File: config.mk
export PLATFORM = sky130hd
export DESIGN_NAME = tdhb_divider
export DESIGN_NICKNAME = d
export VERILOG_FILES = /design/src/rtl/tdhb_pkg.sv /design/src/rtl/tdhb_divider.sv
export SDC_FILE = /design/constraint.sdc
export NUM_CORES = 1
export LEC_CHECK = 0
export ABC_AREA = 1
export BUFFER_PORTS_ARGS = -buffer_cell sky130_fd_sc_hd__buf_2
export CAP_MARGIN = 25
export CORE_UTILIZATION = 56
export CTS_BUF_LIST = sky130_fd_sc_hd__clkbuf_4 sky130_fd_sc_hd__clkbuf_8
export CTS_CLUSTER_DIAMETER = 150
export DETAILED_ROUTE_END_ITERATION = 8
export HOLD_SLACK_MARGIN = 0.08
export PLACE_DENSITY = 0.8
export SYNTH_ARGS = -nofsm -noshare
export SYNTH_HDL_FRONTEND = slang
export SYNTH_SLANG_ARGS = --single-unit
export TNS_END_PERCENT = 5
File: constraint.sdc
create_clock -name clk -period 3.8 [get_ports clk]
set_clock_uncertainty 0.05 [all_clocks]
set_input_delay 0.38 -clock clk [delete_from_list [all_inputs] [get_ports clk]]
set_output_delay 0.38 -clock clk [all_outputs]
set_load 0.005 [all_outputs]
File: src/rtl/tdhb_pkg.sv
package tdhb_pkg;

  localparam int COORD_W = 32;
  localparam int CNT_W   = 32;
  localparam int PPM_W   = 20;
  localparam int BIN_W   = 8;
  localparam int PROD_W  = CNT_W + PPM_W;

  localparam int CFG_IDX_W = 3;

  localparam logic [CFG_IDX_W-1:0] CFG_X_LOW     = 3'd0;
  localparam logic [CFG_IDX_W-1:0] CFG_X_HIGH    = 3'd1;
  localparam logic [CFG_IDX_W-1:0] CFG_Y_LOW     = 3'd2;
  localparam logic [CFG_IDX_W-1:0] CFG_Y_HIGH    = 3'd3;
  localparam logic [CFG_IDX_W-1:0] CFG_THRESHOLD = 3'd4;

  localparam logic signed [COORD_W-1:0] X_LOW_RESET  = 32'sd2621440;
  localparam logic signed [COORD_W-1:0] X_HIGH_RESET = 32'sd6553600;
  localparam logic signed [COORD_W-1:0] Y_LOW_RESET  = 32'sd0;
  localparam logic signed [COORD_W-1:0] Y_HIGH_RESET = 32'sd52429;
  localparam logic [PPM_W-1:0]          THRESHOLD_RESET = 20'd500;

  localparam logic OP_ADD  = 1'b0;
  localparam logic OP_READ = 1'b1;

  localparam logic [CNT_W-1:0] CNT_MAX   = {CNT_W{1'b1}};
  localparam logic [PPM_W-1:0] PPM_SCALE = 20'd1000000;

  typedef struct packed {
    logic                      operation;
    logic signed [COORD_W-1:0] x_value;
    logic signed [COORD_W-1:0] y_value;
    logic [BIN_W-1:0]          read_row;
    logic [BIN_W-1:0]          read_col;
  } req_t;

  typedef struct packed {
    logic             accepted;
    logic [BIN_W-1:0] bin_row;
    logic [BIN_W-1:0] bin_col;
    logic [CNT_W-1:0] cell_count;
    logic [CNT_W-1:0] total_count;
    logic             above_threshold;
  } res_t;

endpackage

File: src/rtl/tdhb_divider.sv
module tdhb_divider #(
  parameter int NUM_W = 40,
  parameter int QUO_W = 8
) (
  input  logic                        clk,
  input  logic                        rst,
  input  logic                        start,
  input  logic [NUM_W-1:0]            dividend,
  input  logic [tdhb_pkg::COORD_W-1:0] divisor,
  output logic                        done,
  output logic [QUO_W-1:0]            quotient
);

  // The quotient is known to fit QUO_W bits, so only QUO_W restoring steps run.
  localparam int STEP_W = $clog2(QUO_W);

  logic [NUM_W-1:0]             rem;
  logic [tdhb_pkg::COORD_W-1:0] den;
  logic [STEP_W-1:0]            step;
  logic                         running;
  logic [NUM_W-1:0]             trial;

  assign trial = NUM_W'(den) << step;

  always_ff @(posedge clk) begin
    if (rst) begin
      running <= 1'b0;
      done    <= 1'b0;
    end else begin
      done <= 1'b0;
      if (start) begin
        rem      <= dividend;
        den      <= divisor;
        step     <= STEP_W'(QUO_W - 1);
        quotient <= '0;
        running  <= 1'b1;
      end else if (running) begin
        if (rem >= trial) begin
          rem            <= rem - trial;
          quotient[step] <= 1'b1;
        end
        if (step == '0) begin
          running <= 1'b0;
          done    <= 1'b1;
        end else begin
          step <= step - 1'b1;
        end
      end
    end
  end

endmodule

==> impl_metrics.csv <==
group,metric,value,unit
final_layout,fillerInstances,1254,
synth,synthTopCellsByArea,"edfxtp_1, nand2_1, inv_1",
clock_network,htree_levels,3,
critical_path,crit_path_max_fanout,31,
synth,synthMuxAreaShare,0.00545,
timing,worstMarginPinSlew,0.613,ns
synth,yosys_warnings,0,
die,core,0.0127,sq mm
routing,m1WireLength,9090,um
routing,routed_wl,18400,um
min_path,holdPathEnd,"den[4]",
clock_network,cts_num_sinks,85,
synth,synthSimpleGateAreaFrac,0.377,
synth,yosysTopAreaCell,"edfxtp_1",
final_layout,final_cell_mix,"nand2_1, inv_1, edfxtp_1, buf_2, nor2_1",
synth,netlist_area,0.00735,sq mm
clock_network,cts.path.max_buffers,2,
synth,synth.top_cell.area_share,0.339,
routing,routed_via_density,5.14,
clock_network,clk_pin_slew,0.08,ns
clock_network,cts-root-buf,"clkbuf_8",
final_layout,final_nets,1324,
timing,finalSetupViolCount,0,
synth,synth.avg_cell_area,6.49,sq um
synth,synthArstFlopShare,0,
synth,ys.flop_type,"edfxtp_1",
placed_design,dp_hpwl,14900,um
global_route,grtUsageTotal,0.289,
final_layout,final_common_cell,"nand2_1",
routing,wire_per_inst,13.3,um
timing,hold_viol,0,
timing,slew_viol_final,0,
placed_design,place.gp.congestion,0.915,
placed_design,io_buffers,83,
clock_network,cts_tree,"done",
clock_network,ctsHoldBuffers,0,
critical_path,r2r_slack,0.38,ns
job,max_cap_viol_count,0,
global_route,grt_pass1_wl,29700,um
timing,tns,0,ns
synth,synth-compound-area-share,0.0870,
critical_path,worstPathRequired,3.80,ns
global_route,antenna_found_initial,0,
power,power.density,429,mW/mm^2
critical_path,cp-end-kind,"register",
synth,ys_ff_latch,85,
routing,vias,7114,
synth,syn_nets,1249,
timing,min_period,3.42,ns
routing,dr.pass1.iters,5,
die,die_h,117,um
die,rows,41,
critical_path,cp_data_arrival_time,3.42,ns
global_route,grt_overflow_total,0,
clock_network,numCtsBuffers,9,
routing,top_layer,"met4",
critical_path,rr_endpoint,"quotient[7]",
routing,wl_met2,7470,um
final_layout,fin_util,0.641,
timing,finalCritPeriodShare,0.899,
critical_path,critical_path_class,"register to register",
critical_path,r2r_cells,15,
final_layout,area_growth,11.0,%
die,ios,84,
die,die_w,117,um
synth,synth-edff-count,83,
synth,yosysSeqAreaShare,0.345,
final_layout,drive_gt1_frac,0.119,
clock_network,clk_latency,0.39,ns
die,fp.dieArea,0.0136,sq mm
run_status,status,"finished clean",
power,power.leakage,0.00427,uW
routing,wl_met3,1550,um
critical_path,reg2reg_from,"step[0]",
clock_network,cts_setup_buffers,0,
min_path,hold_class,"primary input to register",
timing,relSlewSlack,0.591,
global_route,grt_pass1_vias,6259,
timing,rsz0062_at_grt,"no",
clock_network,ctsResizeCount,0,
synth,synth_adder_area_share,0.0725,
synth,synthCells,1132,
synth,synth_top_family_by_area,"simple AND/OR/NAND/NOR gates",
die,start_util,0.577,
final_layout,diodes,0,
power,ir_drop,281,uV
min_path,holdCritStartpoint,"divisor[4]",
routing,dr.first_iter.drc_count,480,
synth,synthXorXnorAreaFrac,0.0143,
min_path,hold_depth,1,
synth,ys_types,39,
routing,antenna_left,0,
global_route,grt_start_max_net_pins,64,
timing,max_freq,0.293,GHz
critical_path,start_kind,"register",
routing,drc,0,
metrics by stage:
step	std cells	cell area [sq um]	hold WS, ns	worst slack [ns]	total power, uW
6_report	1384	8160	0.120	0.383	3500
3_3_place_gp	1368	7960	0.412	0.364	2810
2_1_floorplan	1132	7350	0.373	0.0773	2430
4_1_cts	1384	8150	0.104	0.330	3490
3_5_place_dp	1368	7960	0.422	0.369	2830
5_1_grt	1384	8160	0.104	0.0776	3770
worst max-delay path: stages (launching register included):
cell	delay, ns
edfxtp_1	0.39
inv_1	0.25
buf_12	0.19
nand2_1	0.07
a31oi_1	0.29
nand2_1	0.12
ha_1	0.37
nand2_1	0.10
nor3_1	0.30
nand2_1	0.16
nor2_1	0.16
nand4_1	0.11
nand4_1	0.10
nand2_1	0.06
nand2_2	0.07
buf_6	0.29
power breakdown:
group	internal, uW	switching, uW
Clock	311	353
Sequential	1170	52.8
Combinational	565	1050
Total	2050	1450
worst max path at each step:
stage / slack (ns) / from / to
6_report: 0.38 / step[0] / quotient[7]
5_1_grt: 0.08 / step[0] / quotient[7]
4_1_cts: 0.33 / step[0] / quotient[7]
3_5_place_dp: 0.37 / step[0] / rem[30]
3_3_place_gp: 0.36 / step[0] / rem[31]
2_1_floorplan: 0.08 / step[0] / quotient[0]
state kept, by name (all words and copies together) (netlist names):
register,count
done,1
rem,40
step,3
quotient,8
running,1
den,32
synthesized netlist by cell type, types with 3 or more instances:
library cell,n
o21ai_0,63
nand3_1,61
or2_2,5
nand4_1,5
buf_2,6
nor2_1,72
edfxtp_1,83
mux2i_1,4
a31oi_1,3
ha_1,41
o22ai_1,3
xnor2_1,11
nand3b_1,3
nand2_2,12
or2_1,3
inv_1,152
buf_1,7
o21ai_1,8
nand3_2,6
nor3_1,7
nor2_4,3
nand2_1,498
clkbuf_1,17
a21oi_1,41
cell type report:
type | instances | area [sq um] | share of cell area
Clock inverter | 6 | 65.1 | 0.00798
Multi-Input combinational cell | 859 | 4090 | 0.502
Clock buffer | 10 | 131 | 0.0161
Inverter | 155 | 582 | 0.0713
Sequential cell | 85 | 2530 | 0.310
Tap cell | 172 | 215 | 0.0264
Timing Repair Buffer | 97 | 537 | 0.0658
cells by family (layout without fill, tap and decap cells):
logic type      after synthesis  count (layout)
compound gates              123             123
mux                           4               4
xor+xnor                     12              12
fa+ha+maj                    42              42
simple gates                678             678
flops                        85              85
buf+inv                     188             268
routing by layer:
metal / GRT usage / vias up
met5: 0 / -
met4: 0.0827 / 0
met3: 0.0420 / 21
met2: 0.434 / 268
met1: 0.432 / 3086
li1: - / 3739
(Power assumes the default switching activity.)
